`src/csvfs_pkg.sv`:
```
// Shared types and constants for the CSV field splitter.
package csvfs_pkg;

    // Input beat: one line byte or an end-of-line marker
    typedef struct packed {
        logic       kind;
        logic [7:0] data_byte;
    } csvfs_in_t;

    // Result beat: one field boundary or one line-level status
    typedef struct packed {
        logic [2:0]  status;
        logic [12:0] field_index;
        logic [11:0] field_start;
        logic [12:0] field_length;
        logic        last_field;
    } csvfs_out_t;

    typedef enum logic [2:0] {
        MODE_START  = 3'd0,
        MODE_PLAIN  = 3'd1,
        MODE_QUOTED = 3'd2,
        MODE_CLOSED = 3'd3,
        MODE_DROP   = 3'd4
    } scan_mode_t;

    localparam logic [2:0] ST_FIELD   = 3'd0;
    localparam logic [2:0] ST_EMPTY   = 3'd1;
    localparam logic [2:0] ST_UNTERM  = 3'd2;
    localparam logic [2:0] ST_JUNK    = 3'd3;
    localparam logic [2:0] ST_TOOLONG = 3'd4;

    localparam logic KIND_DATA = 1'b0;
    localparam logic KIND_EOL  = 1'b1;

    localparam logic REG_DELIMITER = 1'b0;
    localparam logic REG_QUOTE     = 1'b1;

    localparam logic [7:0] DELIMITER_RESET = 8'd44;
    localparam logic [7:0] QUOTE_RESET     = 8'd34;

endpackage

```
`src/csv_field_splitter.sv`:
```
// CSV field splitter top level: per-byte scanner with a registered result stage.
// Results are registered; a result that finds m_ stalled waits in the skid register.
// Throughput: one input beat per cycle; a skid register takes a second result while
// m_ready is low, so s_ready drops only while both result registers hold a result.
// Reset (aresetn low, synchronous): scanner returns to field start at offset zero,
// result registers empty, delimiter and quote return to ',' and '"'.
module csv_field_splitter #(
    parameter int MAX_LINE = 4096
) (
    input  logic                   aclk,
    input  logic                   aresetn,
    input  logic                   s_valid,
    output logic                   s_ready,
    input  csvfs_pkg::csvfs_in_t   s_data,
    output logic                   m_valid,
    input  logic                   m_ready,
    output csvfs_pkg::csvfs_out_t  m_data,
    input  logic                   cfg_we,
    input  logic                   cfg_index,
    input  logic [7:0]             cfg_wdata
);
    import csvfs_pkg::*;

    localparam int POS_W = $clog2(MAX_LINE + 1);

    logic [7:0]       delim_reg;
    logic [7:0]       quote_reg;
    scan_mode_t       mode_reg, mode_next;
    logic [POS_W-1:0] pos_reg, pos_next;
    logic [POS_W-1:0] begin_reg, begin_next;
    logic [POS_W-1:0] num_reg, num_next;
    logic             m_valid_reg, m_valid_next;
    csvfs_out_t       res_reg, res_next;
    logic             skid_valid_reg, skid_valid_next;
    csvfs_out_t       skid_reg, skid_next;
    csvfs_out_t       res;
    logic             res_valid;
    logic             s_fire;
    logic             m_pop;
    logic             is_quote, is_delim, too_long;
    logic [POS_W-1:0] cur_len;

    assign s_ready  = !skid_valid_reg;
    assign s_fire   = s_valid && s_ready;
    assign m_pop    = m_valid_reg && m_ready;
    assign m_valid  = m_valid_reg;
    assign m_data   = res_reg;

    assign is_quote = (s_data.data_byte == quote_reg);
    assign is_delim = (s_data.data_byte == delim_reg);
    assign too_long = (pos_reg == POS_W'(MAX_LINE));
    assign cur_len  = pos_reg - begin_reg;

    always_ff @(posedge aclk) begin
        if (!aresetn) begin
            delim_reg <= DELIMITER_RESET;
            quote_reg <= QUOTE_RESET;
        end else if (cfg_we) begin
            if (cfg_index == REG_DELIMITER) begin
                delim_reg <= cfg_wdata;
            end else begin
                quote_reg <= cfg_wdata;
            end
        end
    end

    // next scan mode
    always_comb begin
        mode_next = mode_reg;
        if (s_fire) begin
            if (s_data.kind == KIND_EOL) begin
                mode_next = MODE_START;
            end else if (mode_reg != MODE_DROP) begin
                if (too_long) begin
                    mode_next = MODE_DROP;
                end else begin
                    case (mode_reg)
                        MODE_START: begin
                            if (is_quote)      mode_next = MODE_QUOTED;
                            else if (is_delim) mode_next = MODE_START;
                            else               mode_next = MODE_PLAIN;
                        end
                        MODE_PLAIN: begin
                            if (is_delim) mode_next = MODE_START;
                        end
                        MODE_QUOTED: begin
                            if (is_quote) mode_next = MODE_CLOSED;
                        end
                        MODE_CLOSED: begin
                            if (is_quote)      mode_next = MODE_QUOTED;
                            else if (is_delim) mode_next = MODE_START;
                            else               mode_next = MODE_DROP;
                        end
                        default: mode_next = MODE_DROP;
                    endcase
                end
            end
        end
    end

    // result and line counters
    always_comb begin
        res_valid          = 1'b0;
        res.status         = ST_FIELD;
        res.field_index    = 13'(num_reg);
        res.field_start    = 12'(begin_reg);
        res.field_length   = 13'(cur_len);
        res.last_field     = 1'b0;
        pos_next           = pos_reg;
        begin_next         = begin_reg;
        num_next           = num_reg;
        if (s_fire) begin
            if (s_data.kind == KIND_EOL) begin
                pos_next   = '0;
                begin_next = '0;
                num_next   = '0;
                res.last_field = 1'b1;
                if (mode_reg == MODE_QUOTED) begin
                    res_valid        = 1'b1;
                    res.status       = ST_UNTERM;
                    res.field_length = '0;
                end else if (mode_reg == MODE_DROP) begin
                    res_valid = 1'b0;
                end else if (pos_reg == '0) begin
                    res_valid = 1'b1;
                    res.status = ST_EMPTY;
                    res.field_index  = '0;
                    res.field_start  = '0;
                    res.field_length = '0;
                end else begin
                    res_valid = 1'b1;
                end
            end else if (mode_reg != MODE_DROP) begin
                if (too_long) begin
                    res_valid        = 1'b1;
                    res.status       = ST_TOOLONG;
                    res.field_length = '0;
                    res.last_field   = 1'b1;
                end else if (mode_reg == MODE_CLOSED && !is_quote && !is_delim) begin
                    // junk after closing quote: position is not advanced
                    res_valid        = 1'b1;
                    res.status       = ST_JUNK;
                    res.field_length = '0;
                    res.last_field   = 1'b1;
                end else begin
                    pos_next = pos_reg + POS_W'(1);
                    // quote test wins over delimiter in START and CLOSED
                    if (is_delim && !(is_quote && mode_reg != MODE_PLAIN)
                        && mode_reg != MODE_QUOTED) begin
                        res_valid  = 1'b1;
                        begin_next = pos_reg + POS_W'(1);
                        num_next   = num_reg + POS_W'(1);
                    end
                end
            end
        end
    end

    // output stage: the skid register catches a result while m_ is stalled
    always_comb begin
        m_valid_next    = m_valid_reg;
        res_next        = res_reg;
        skid_valid_next = skid_valid_reg;
        skid_next       = skid_reg;
        if (skid_valid_reg) begin
            if (m_pop) begin
                res_next        = skid_reg;
                skid_valid_next = 1'b0;
            end
        end else if (s_fire && res_valid) begin
            if (!m_valid_reg || m_pop) begin
                m_valid_next = 1'b1;
                res_next     = res;
            end else begin
                skid_valid_next = 1'b1;
                skid_next       = res;
            end
        end else if (m_pop) begin
            m_valid_next = 1'b0;
        end
    end

    always_ff @(posedge aclk) begin
        if (!aresetn) begin
            mode_reg       <= MODE_START;
            pos_reg        <= '0;
            begin_reg      <= '0;
            num_reg        <= '0;
            m_valid_reg    <= 1'b0;
            skid_valid_reg <= 1'b0;
        end else begin
            mode_reg       <= mode_next;
            pos_reg        <= pos_next;
            begin_reg      <= begin_next;
            num_reg        <= num_next;
            m_valid_reg    <= m_valid_next;
            skid_valid_reg <= skid_valid_next;
        end
    end

    always_ff @(posedge aclk) begin
        res_reg  <= res_next;
        skid_reg <= skid_next;
    end

endmodule

```
`config.mk`:
```
export PLATFORM = sky130hd
export DESIGN_NAME = csv_field_splitter
export DESIGN_NICKNAME = d
export VERILOG_FILES = /design/src/csvfs_pkg.sv /design/src/csv_field_splitter.sv
export SDC_FILE = /design/constraint.sdc
export NUM_CORES = 1
export LEC_CHECK = 0
export ABC_AREA = 0
export BUFFER_PORTS_ARGS = -buffer_cell sky130_fd_sc_hd__buf_2
export CAP_MARGIN = 20
export CORE_ASPECT_RATIO = 1.2
export CORE_UTILIZATION = 48
export CTS_BUF_LIST = sky130_fd_sc_hd__clkbuf_8
export DETAILED_ROUTE_END_ITERATION = 12
export HOLD_SLACK_MARGIN = 0.15
export PLACE_DENSITY_LB_ADDON = 0.12
export RECOVER_POWER = 25
export SLEW_MARGIN = 20
export SYNTH_ARGS = -nofsm -noshare
export SYNTH_HDL_FRONTEND = slang
export SYNTH_SLANG_ARGS = --single-unit
```
`constraint.sdc`:
```
create_clock -name aclk -period 6.4 [get_ports aclk]
set_input_delay 0.96 -clock aclk [delete_from_list [all_inputs] [get_ports aclk]]
set_output_delay 0.96 -clock aclk [all_outputs]
set_load 0.1 [all_outputs]
```
==> results of run 1 <==
[metrics by stage]
stage / std cells / worst slack (ns) / hold WS, ns
6_report: 979 / 2.90 / 0.459
5_1_grt: 979 / 2.62 / 0.486
4_1_cts: 977 / 2.51 / 0.465
3_5_place_dp: 945 / 2.02 / 0.454
3_3_place_gp: 945 / 2.24 / 0.447
2_1_floorplan: 717 / 0.672 / 0.438
[cell usage after synthesis (all sizes together) (2+ instances only)]
cell       n
nand2    105
edfxtp    84
dfxtp     60
nor2      52
a21oi     37
o31ai     35
clkbuf    30
nand3     29
mux2i     26
o21ai     20
xor2      20
inv       19
nor2b     18
xnor2     18
buf       16
ha        15
or3       15
mux2      14
nor4      12
nor3       9
and2       8
nand2b     8
nand4      8
o211ai     8
a31oi      6
o2111ai    5
a21o       4
nand4b     4
or4        4
and3       3
and4       3
a211oi     2
a22oi      2
nor4b      2
o211a      2
o21a       2
[worst max path at each step]
stage          startpoint                         to  slack [ns]  cells past startpoint
3_3_place_gp    s_data[0]       m_data[22]$_DFFE_PP_        2.24                      8
6_report        s_data[0]       m_data[24]$_DFFE_PP_        2.90                      9
4_1_cts         s_data[0]       m_data[22]$_DFFE_PP_        2.51                      8
5_1_grt           aresetn  begin_reg[8]$_SDFFE_PN0P_        2.62                      5
3_5_place_dp    s_data[0]       m_data[22]$_DFFE_PP_        2.02                      8
2_1_floorplan   s_data[0]      skid_reg[0]$_DFFE_PP_        0.67                      6
[logic make-up after synthesis]
| kind of cell | after synthesis | synth area share, % |
|---|---|---|
| simple gates | 283 | 19.1 |
| mux | 40 | 5.77 |
| fa+ha+maj | 16 | 2.87 |
| buf+inv | 66 | 3.99 |
| xor+xnor | 38 | 4.60 |
| flops | 144 | 51.4 |
| compound gates | 130 | 12.2 |
[area by class of cell]
type | instances | area, µm² | share of cell area, %
multi-input combinational | 507 | 3250 | 40.5
tap | 200 | 250 | 3.12
clock inverter | 14 | 126 | 1.57
clock buffer | 18 | 248 | 3.09
sequential | 144 | 3720 | 46.4
inverter | 20 | 75.1 | 0.935
timing repair buffer | 76 | 357 | 4.44
[power by group]
part           total, mW  switching (mW)  internal, mW
logic              0.255           0.201        0.0538
registers           1.01          0.0109          1.00
clock network      0.694           0.346         0.348
total               1.96           0.558          1.41
[worst max-delay path, cell delays in order]
cell	delay, ns
buf_2	0.12
xor2_1	0.15
nor4_2	0.36
nand2_1	0.17
o211ai_2	0.49
o21ai_0	0.33
a22oi_2	0.46
buf_6	0.25
buf_4	0.32
[metal layers]
layer	GRT usage (%)	vias up	part of all wire, %
met4	9.60	0	2.7
met1	26.6	2542	45
met3	4.65	25	3.9
met2	35.4	124	49
li1	-	2684	-
met5	0	-	0
[placed cells by master, fill, tap and decap left out, types with 5 or more instances in the layout]
master       n
a21oi_1     37
a31oi_1      6
and2_1       8
buf_2       21
buf_4        7
clkbuf_1    46
clkbuf_8    18
dfxtp_1     60
edfxtp_1    84
ha_1        15
inv_1       22
mux2_2      14
mux2i_1     26
nand2_1    105
nand2b_1     8
nand3_1     29
nand4_1      8
nor2_1      51
nor2b_1     18
nor3_1       9
nor4_1       9
o2111ai_1    5
o211ai_1     6
o21ai_0     18
o31ai_1     35
or3_1       15
xnor2_1     18
xor2_1      20
==> impl_results.md, run 1 <==
- Status: finished clean
- Die Y: about 140 µm
- Tmin final: 3.50 ns
- Total of max-cap violations: 0
- Clock Sinks: 144
- Vias: around 5.4k
- Syn_area_per_cell: ~10 µm²
- VDD IR-drop max: 0.127 mV
- Maximum fanout along the worst path: 24
- Hold Violations, Final: 0
- First-pass GRT wire length: around 25,000 µm
- Post-synth EDFFs: 84
- Area leader, netlist: edfxtp_1
- Number of fill cells: roughly 1.3k
- Synth area leaders: edfxtp_1 35%, dfxtp_1 17%, nand2_1 5.4%
- CTS tree: built
- Clock skew: 0.00759 ns
- CTS Buf Count: 17
- Drt total wl: between 15,000 and 20,000 µm
- H-tree Lvls: 4
- Worst R2R Start: pos_reg[5]$_SDFFE_PN0P_
- Initial Util: between 40% and 50%
- Tightest Hold Check Type: flip-flop to flip-flop
- DR DRC count: 0
- Final core utilization: ~55%
- Resize count post-CTS: 0
- RSZ-0062 raised after global routing: false
- Register area share after synthesis: about half
- Mapped Nets: 756
- Mapped Area: 7240 µm²
- Nets@finish: between 800 and 900
- Yosys warnings: 0
- CP Data Required Time: ~6.5 ns
- Hold path start: begin_reg[10]$_SDFFE_PN0P_
- Ys async rst share: 0%
- Detailed Route Iter0 Violations: around 400
- Setup violators final: 0
- PortBufs: 66
- Period utilization: between 50% and 60%
- CP Capture Type: flip-flop
- # diodes: 0
- Leakage power: roughly 2.9 nW
- Final Cell Area: around 8000 µm²
- Clk Latency, worst-skew pair: 0.45 ns
- Total track usage: approximately a fifth
- Post-CTS setup buffer count: 0
- Pwr dens: approximately 240 nW/µm²
- Slew margin rel.: between 10% and 20%
- Least-Margin Pin Slew: around 1.3 ns
- Max-slew violation count: 0
- Initial antenna violation count: 0
- Clk slew on worst S/H paths: 0.08 ns
- WS Path Type: input port to flip-flop
- CTS Root Cell: clkbuf_8
- Setup TNS: 0 ns
- 1st-pass router iterations: 5
- DIE WIDTH: ~110 µm
- Final ANT Viol Nets: 0
- Layout area overhead: 10.9%
- Worst r2r path cells: 8
- Largest net degree at the start of global routing: 58
- Dpl hpwl: between 10,000 and 15,000 µm
- Hold buffers post-CTS: 0
- Hold path endpoint: begin_reg[10]$_SDFFE_PN0P_
- Die area: 15,600 µm²
- Flop2flop setup slack: 3.17 ns
- Vias in the first global route: around 5.1k
- Hold Crit Depth: 2
- Remaining global-route overflow: 0
- Via density: 5.49
- Share of post-route cells with drive strength above 1: between 10% and 20%
- Gate Count Post-Synth: approximately 720
- GPL Wtd Cong: between 0.8 and 0.9
- Unique masters post-synth: 58
- CP startpoint kind: input port
- Routed WL per cell: between 15 and 20 µm
- Core area: 14,500 µm²
- Max clock buf depth: 2
- Post-DP Area: roughly 7700 µm²
- # IOs: 67
- Total power: around 2.0 mW
- Row cnt: 48
- Top cell type's share of synthesized area: between 30% and 40%
- RR Endpoint: m_data[24]$_DFFE_PP_
- Arrival time worst endpoint: approximately 3.6 ns
- Max frequency: between 0.2 and 0.3 GHz
- Flops & latches, synth: between 100 and 150
- Main synth FF type: edfxtp_1
Power figures use the tool's default switching activity.
==> run 2: changes to the inputs <==
clock period = 3.3 ns   (was 6.4 ns; I/O delays follow)
==> run 2 against run 1 <==
- sequential power grew 94%
- clock power is 110% higher
- clock-buffer cell count increased by 1
- final area grew 1.3%
- combinational power up 97%
- flip-flop and latch count did not move
- critical endpoint is now num_reg[8]$_SDFFE_PN0P_
- highest routed layer unchanged
==> impl_results.md, run 2 (synthesized netlist as in run 1, its figures left out) <==
- Status: finished clean
- Via density: 5.54 (+0.90%)
- Worst-path cell chain: xor2_1 > nor4_1 > and2_0 > o211a_1 > clkbuf_1 > o2111ai_1 > mux2i_1
- Hold buffers post-CTS: 0 (unchanged)
- Layout area overhead: 12.3%
- Period utilization: between 80 and 90%
- Row cnt: 48 (unchanged)
- Clock power share: 37.1% (+1.7 points)
- Die area: 15,600 µm² (unchanged)
- Initial Util: 49.8% (unchanged)
- Least-Margin Pin Slew: 1.22 ns (-0.105 ns)
- Hold Violations, Final: 0 (unchanged)
- Core area: 14,500 µm² (unchanged)
- GPL Wtd Cong: 0.817 (-7.3%)
- CP Data Required Time: 3.66 ns (-2.87 ns)
- Max clock buf depth: 2 (unchanged)
- Register share of total power: 50.1% (-1.6 points)
- Int Pwr: 2.78 mW (+98%)
- Largest net degree at the start of global routing: 56 (-3.4%)
- DR DRC count: 0 (unchanged)
- Pwr dens: 482 nW/µm² (+97%)
- Clk slew on worst S/H paths: 0.09 ns (about the same)
- Remaining global-route overflow: 0 (unchanged)
- Busiest grt layer: met2
- CTS tree: built
- Tmin final: about 2.7 ns
- CP startpoint kind: flip-flop
- H-tree Lvls: 4 (unchanged)
- Clock skew: 0.0132 ns (+0.00558 ns)
- Routed WL per cell: 16.6 µm (+2.4%)
- RSZ-0062 raised after global routing: false
- Post-DP Area: 7790 µm² (+1.3%)
- RR Endpoint: num_reg[8]$_SDFFE_PN0P_
- Share of post-route cells with drive strength above 1: 12.1% (+1.2 points)
- Clk Latency, worst-skew pair: 0.47 ns (+0.02 ns)
- Tightest Hold Check Type: input port to flip-flop
- # IOs: 67 (unchanged)
- Final Cell Area: 8130 µm² (+1.3%)
- Hold path endpoint: delim_reg[5]$_SDFFE_PN1P_
- Initial antenna violation count: 0 (unchanged)
- Nets@finish: 812 (+0.87%)
- Maximum fanout along the worst path: 15 (-38%)
- Sw frac: 29.2% (+0.75 points)
- Setup violators final: 0 (unchanged)
- Final ANT Viol Nets: 0 (unchanged)
- CTS Root Cell: clkbuf_8
- 1st-pass router iterations: 5 (unchanged)
- Hold Crit Depth: 3 (+1)
- Clock Sinks: 144 (unchanged)
- Arrival time worst endpoint: 3.10 ns (-0.54 ns)
- Worst r2r path cells: 7 (-1)
- Number of fill cells: 1,316 (-1.1%)
- Max frequency: 0.365 GHz
- Dpl hpwl: 11,100 µm (+2.0%)
- Slew margin rel.: 18.7% (+7.3 points)
- Final core utilization: 56.0% (+0.72 points)
- CTS Buf Count: 17 (unchanged)
- PortBufs: 66 (unchanged)
- First-pass GRT wire length: 26,500 µm (+4.1%)
- Met1 Resource Use GR: 26.3% (-0.31 points)
- Met3 usage in global routing: 5.18% (+0.53 points)
- Vias in the first global route: 5,319 (+5.2%)
- Buf/Inv on CP: 1 (-2)
- Slowest-stage cell, CP: clkbuf_1
- GRT met2 Usage: 38.4% (+3.0 points)
- VDD IR-drop max: 0.246 mV (+94%)
- Crit-path leading delay family: simple AND/OR/NAND/NOR gates
- Setup TNS: 0 ns (unchanged)
- Resize count post-CTS: 0 (unchanged)
- Hold path start: cfg_wdata[5]
- Vias: 5,462 (+1.6%)
- Die Y: 137 µm (unchanged)
- Drt total wl: 16,400 µm (+3.1%)
- Detailed Route Iter0 Violations: 432 (+7.2%)
- Post-CTS setup buffer count: 0 (unchanged)
- Total of max-cap violations: 0 (unchanged)
- Commonest non-fill, non-tap cell in the layout: nand2_1
- Leakage power: 2.94 nW (+1.8%)
- WS Path Type: flip-flop to flip-flop
- DIE WIDTH: 114 µm (unchanged)
- Worst R2R Start: delim_reg[0]$_SDFFE_PN0P_
- Total track usage: 22.3% (+1.0 points)
- # diodes: 0 (unchanged)
- Max-slew violation count: 0 (unchanged)
- Total power: 3.92 mW (+100%)
- CP Capture Type: flip-flop
- P_sw: 1.14 mW (+100%)
- Flop2flop setup slack: 0.56 ns (-2.61 ns)
- Commonest cells after routing, fill and taps aside: 105 x nand2_1, 84 x edfxtp_1, 59 x dfxtp_1
- Max incr delay on CP: 0.60 ns (+0.11 ns)
- Comb power frac: 12.8% (-0.2 points)
[run 2: cell count changes in the layout (fill, tap and decap cells not counted), sizes merged]
cell / change
clkinvlp: +1
buf: +7
clkinv: -3
clkbuf: +1
inv: +1
[run 2: layer usage]
metal  share of wire [%]  wire (µm)  up-vias
met5                   0          0        -
li1                    -          -     2699
met1                  43       6960     2596
met3                 3.9        640       34
met4                 3.0        496        0
met2                  51       8270      133
[run 2: worst min-delay path, stage by stage]
cell and delay, ns:
buf_2 0.09, nand2_1 0.04, nand3_1 0.07
[run 2: through the flow]
step                      setup WS, ns  hold slack (ns)  instances
after floorplan                0.00877            0.438        717
after global placement           0.637            0.446        954
after detailed placement         0.556            0.454        954
after CTS                        0.538            0.236        986
after global routing             0.363            0.254        986
final                            0.557            0.255        986
[run 2: worst max-delay path by stage]
stage | start | end | slack, ns | cells after the start
2_1_floorplan | s_data[0] | m_data[0]$_DFFE_PP_ | 0.009 | 6
3_3_place_gp | pos_reg[1]$_SDFFE_PN0P_ | m_data[17]$_DFFE_PP_ | 0.64 | 8
3_5_place_dp | pos_reg[1]$_SDFFE_PN0P_ | m_data[19]$_DFFE_PP_ | 0.56 | 8
4_1_cts | pos_reg[1]$_SDFFE_PN0P_ | m_data[19]$_DFFE_PP_ | 0.54 | 8
5_1_grt | pos_reg[1]$_SDFFE_PN0P_ | m_data[19]$_DFFE_PP_ | 0.36 | 8
6_report | delim_reg[0]$_SDFFE_PN0P_ | num_reg[8]$_SDFFE_PN0P_ | 0.56 | 7
[run 2: cell type report]
type | instances | area, µm² | share of cell area, %
Sequential cell | 144 | 3720 | 45.8
Multi-Input combinational cell | 507 | 3250 | 39.9
Timing Repair Buffer | 83 | 423 | 5.20
Clock buffer | 19 | 262 | 3.22
Tap cell | 200 | 250 | 3.08
Clock inverter | 13 | 150 | 1.85
Inverter | 20 | 75.1 | 0.923
[run 2: power by group through the flow]
| stage | Sequential [mW] | Clock, mW | Combinational, mW |
|---|---|---|---|
| after floorplan | 2.20 | 0 | 0.210 |
| after global placement | 2.00 | 0 | 0.503 |
| after detailed placement | 2.01 | 0 | 0.512 |
| after CTS | 1.96 | 1.48 | 0.514 |
| after global routing | 1.97 | 1.55 | 0.535 |
| final | 1.96 | 1.45 | 0.502 |
==> run 3: changes to the inputs <==
ABC_AREA = 1   (was 0)
clock period = 2.2 ns   (was 3.3 ns; I/O delays follow)
==> run 3 against run 2 <==
- cell count increased by 24%
- critical path depth increased by 2
- worst hold slack improved by 0.021 ns
- fmax increased by 33%
- worst setup slack got worse by 0.42 ns
- global-route usage decreased by 1.1 points
- non-clock buffer count increased by 21
- final area increased by 5.4%
- largest cell class unchanged
==> impl_results.md, run 3 <==
- Mapped Area: 7380 µm² (+1.9%)
- Row cnt: 49 (+2.1%)
- Share of post-route cells with drive strength above 1: 15.6% (+3.5 points)
- Core area: 15,000 µm² (+3.3%)
- Mapped Nets: 954 (+26%)
- Slew margin rel.: 54.2% (+35 points)
- 1st-pass router iterations: 5 (unchanged)
- Yosys warnings: 0 (unchanged)
- GPL Wtd Cong: 0.860 (+5.4%)
- CP Data Required Time: 2.35 ns (-1.31 ns)
- Worst-path cell chain: inv_2 > ha_4 > nand2_2 > nor3_4 > nand2_2 > nand2_1 > o21ai_4 > a21oi_4 > buf_12
- Worst R2R Start: pos_reg[1]$_SDFFE_PN0P_
- Main synth FF type: edfxtp_1
- Slowest-stage cell, CP: dfxtp_2
- Vias: 6,000 (+9.8%)
- WS Path Type: flip-flop to flip-flop
- Setup violators final: 0 (unchanged)
- Hold Violations, Final: 0 (unchanged)
- Max incr delay on CP: 0.34 ns (-0.26 ns)
- Routed WL per cell: 12.7 µm (-23%)
- Least-Margin Pin Slew: 0.686 ns (-0.538 ns)
- Nets@finish: 1,045 (+29%)
- Tightest Hold Check Type: input port to flip-flop
- Ys async rst share: 0% (unchanged)
- Synth area leaders: edfxtp_1 34%, dfxtp_1 16%, nand2_1 13%
- Max-slew violation count: 0 (unchanged)
- Gate Count Post-Synth: 915 (+28%)
- Clock Sinks: 144 (unchanged)
- Final ANT Viol Nets: 0 (unchanged)
- Buf/Inv on CP: 2 (+1)
- DIE WIDTH: 115 µm (+0.95%)
- Drt total wl: 15,600 µm (-4.9%)
- Cell mode on critical path: nand2_2
- Largest net degree at the start of global routing: 81 (+45%)
- Arrival time worst endpoint: 2.22 ns (-0.88 ns)
- Number of fill cells: 1,407 (+6.9%)
- Max frequency: 0.484 GHz (+33%)
- Origin of the worst setup path: pos_reg[1]$_SDFFE_PN0P_
- Most frequent cell after synthesis: nand2_1
- Die area: 15,900 µm² (+1.9%)
- Initial antenna violation count: 0 (unchanged)
- CP startpoint kind: flip-flop
- VDD IR-drop max: 0.358 mV (+46%)
- Flops & latches, synth: 144 (unchanged)
- Status: finished clean
- PortBufs: 66 (unchanged)
- Fin Hold WS: 0.276 ns (+0.0207 ns)
- Hold path start: m_ready
- Top cell type's share of synthesized area: 34.2% (-0.66 points)
- DR DRC count: 0 (unchanged)
- Via density: 4.91 (-11%)
- CTS Buf Count: 17 (unchanged)
- H-tree Lvls: 4 (unchanged)
- Detailed Route Iter0 Violations: 378 (-13%)
- First-pass GRT wire length: 26,300 µm (-0.96%)
- Remaining global-route overflow: 0 (unchanged)
- CTS Root Cell: clkbuf_8
- Crit-path leading delay family: simple AND/OR/NAND/NOR gates
- RSZ-0062 raised after global routing: false
- Leakage power: 3.87 nW (+31%)
- Clk slew on worst S/H paths: 0.08 ns (about the same)
- Commonest non-fill, non-tap cell in the layout: nand2_1
- Final core utilization: 57.1% (+1.1 points)
- Period utilization: 93.9% (+11 points)
- Dpl hpwl: 11,300 µm (+1.0%)
- Pwr dens: 776 nW/µm² (+61%)
- Synth cell count leaders: 246 x nand2_1, 124 x inv_1, 97 x nor2_1, 84 x edfxtp_1, 60 x dfxtp_1
- Layout area overhead: 16.1%
- Clock skew: 0.0121 ns (-0.00107 ns)
- Total track usage: 21.2% (-1.1 points)
- Vias in the first global route: 5,674 (+6.7%)
- Maximum fanout along the worst path: 25 (+10)
- Post-synth EDFFs: 84 (unchanged)
- Tmin final: 2.06 ns (-0.678 ns)
- CTS tree: built
- Syn_area_per_cell: 8.07 µm² (-20%)
- Max clock buf depth: 2 (unchanged)
- Initial Util: 49.1% (-0.68 points)
- Final Cell Area: 8570 µm² (+5.4%)
- Area leader, netlist: edfxtp_1
- Post-DP Area: 8120 µm² (+4.3%)
- Total of max-cap violations: 0 (unchanged)
- # IOs: 67 (unchanged)
- Unique masters post-synth: 38 (-34%)
- Register area share after synthesis: 50.4% (-0.98 points)
- # diodes: 0 (unchanged)
- CP Capture Type: flip-flop
- Clk Latency, worst-skew pair: 0.45 ns (-0.02 ns)
- Commonest cells after routing, fill and taps aside: 244 x nand2_1, 123 x inv_1, 96 x nor2_1
- Die Y: 138 µm (+0.95%)
-- run 3: per-layer routing --
layer,part of all wire (%),track usage [%],wire [µm]
met2,44,34.4,6920
met1,50,28.1,7800
met5,0,0,0
met3,3.7,3.63,578
met4,1.7,8.73,270
-- run 3: where the power goes --
group / internal, mW / leakage (nW) / switching, mW
Combinational: 0.410 / 2.39 / 1.12
Sequential: 3.03 / 1.31 / 0.0680
Clock: 0.995 / 0.176 / 1.04
-- run 3: logic make-up (layout without fill, tap and decap cells) --
group / Yosys count / in the layout / share of synthesized area, %
flops: 144 / 144 / 50.4
simple gates: 443 / 443 / 26.1
buf+inv: 165 / 268 / 9.17
fa+ha+maj: 16 / 16 / 2.81
xor+xnor: 28 / 28 / 3.32
compound gates: 119 / 119 / 8.20
-- run 3: what timing repair did --
item | in CTS | in global routing
hold buffers | 8 | 0
gates resized for setup | 0 | 4
setup endpoints to repair | 0 | 8
endpoints found under the hold margin | 14 | 0
buffers inserted | 0 | 0
-- run 3: cell type report --
type / instances / area [µm²] / area share (%)
flip-flops and latches: 144 / 3730 / 43.5
repair buffers: 104 / 677 / 7.90
well taps: 204 / 255 / 2.98
clock inverters: 14 / 141 / 1.65
multi-input cells: 606 / 3030 / 35.3
clock buffers: 17 / 234 / 2.73
inverters: 133 / 504 / 5.88
-- run 3: per-stage QoR --
step / power (mW) / setup TNS [ns] / setup WS (ns) / instances
finish: 6.65 / 0 / 0.135 / 1222
global route: 6.95 / 0 / 0.00443 / 1222
CTS: 6.71 / 0 / 0.0152 / 1222
detailed placement: 4.67 / 0 / 0.0205 / 1183
global placement: 4.66 / 0 / 0.0925 / 1183
floorplan: 4.35 / -5.36 / -0.125 / 915
-- run 3: path summary, 6_finish.rpt --
check | to | slack (ns) | cells past startpoint
worst max register to register | m_data[13]$_DFFE_PP_ | 0.14 | 9
worst min-delay path | m_valid$_SDFFE_PN0P_ | 0.28 | 4
worst max-delay path | m_data[13]$_DFFE_PP_ | 0.14 | 9
worst min register to register | delim_reg[1]$_SDFFE_PN0P_ | 0.47 | 2
-- run 3: worst min-delay path, stage by stage --
cell	delay [ns]
buf_2	0.08
inv_1	0.05
o21ai_0	0.16
a21oi_1	0.07
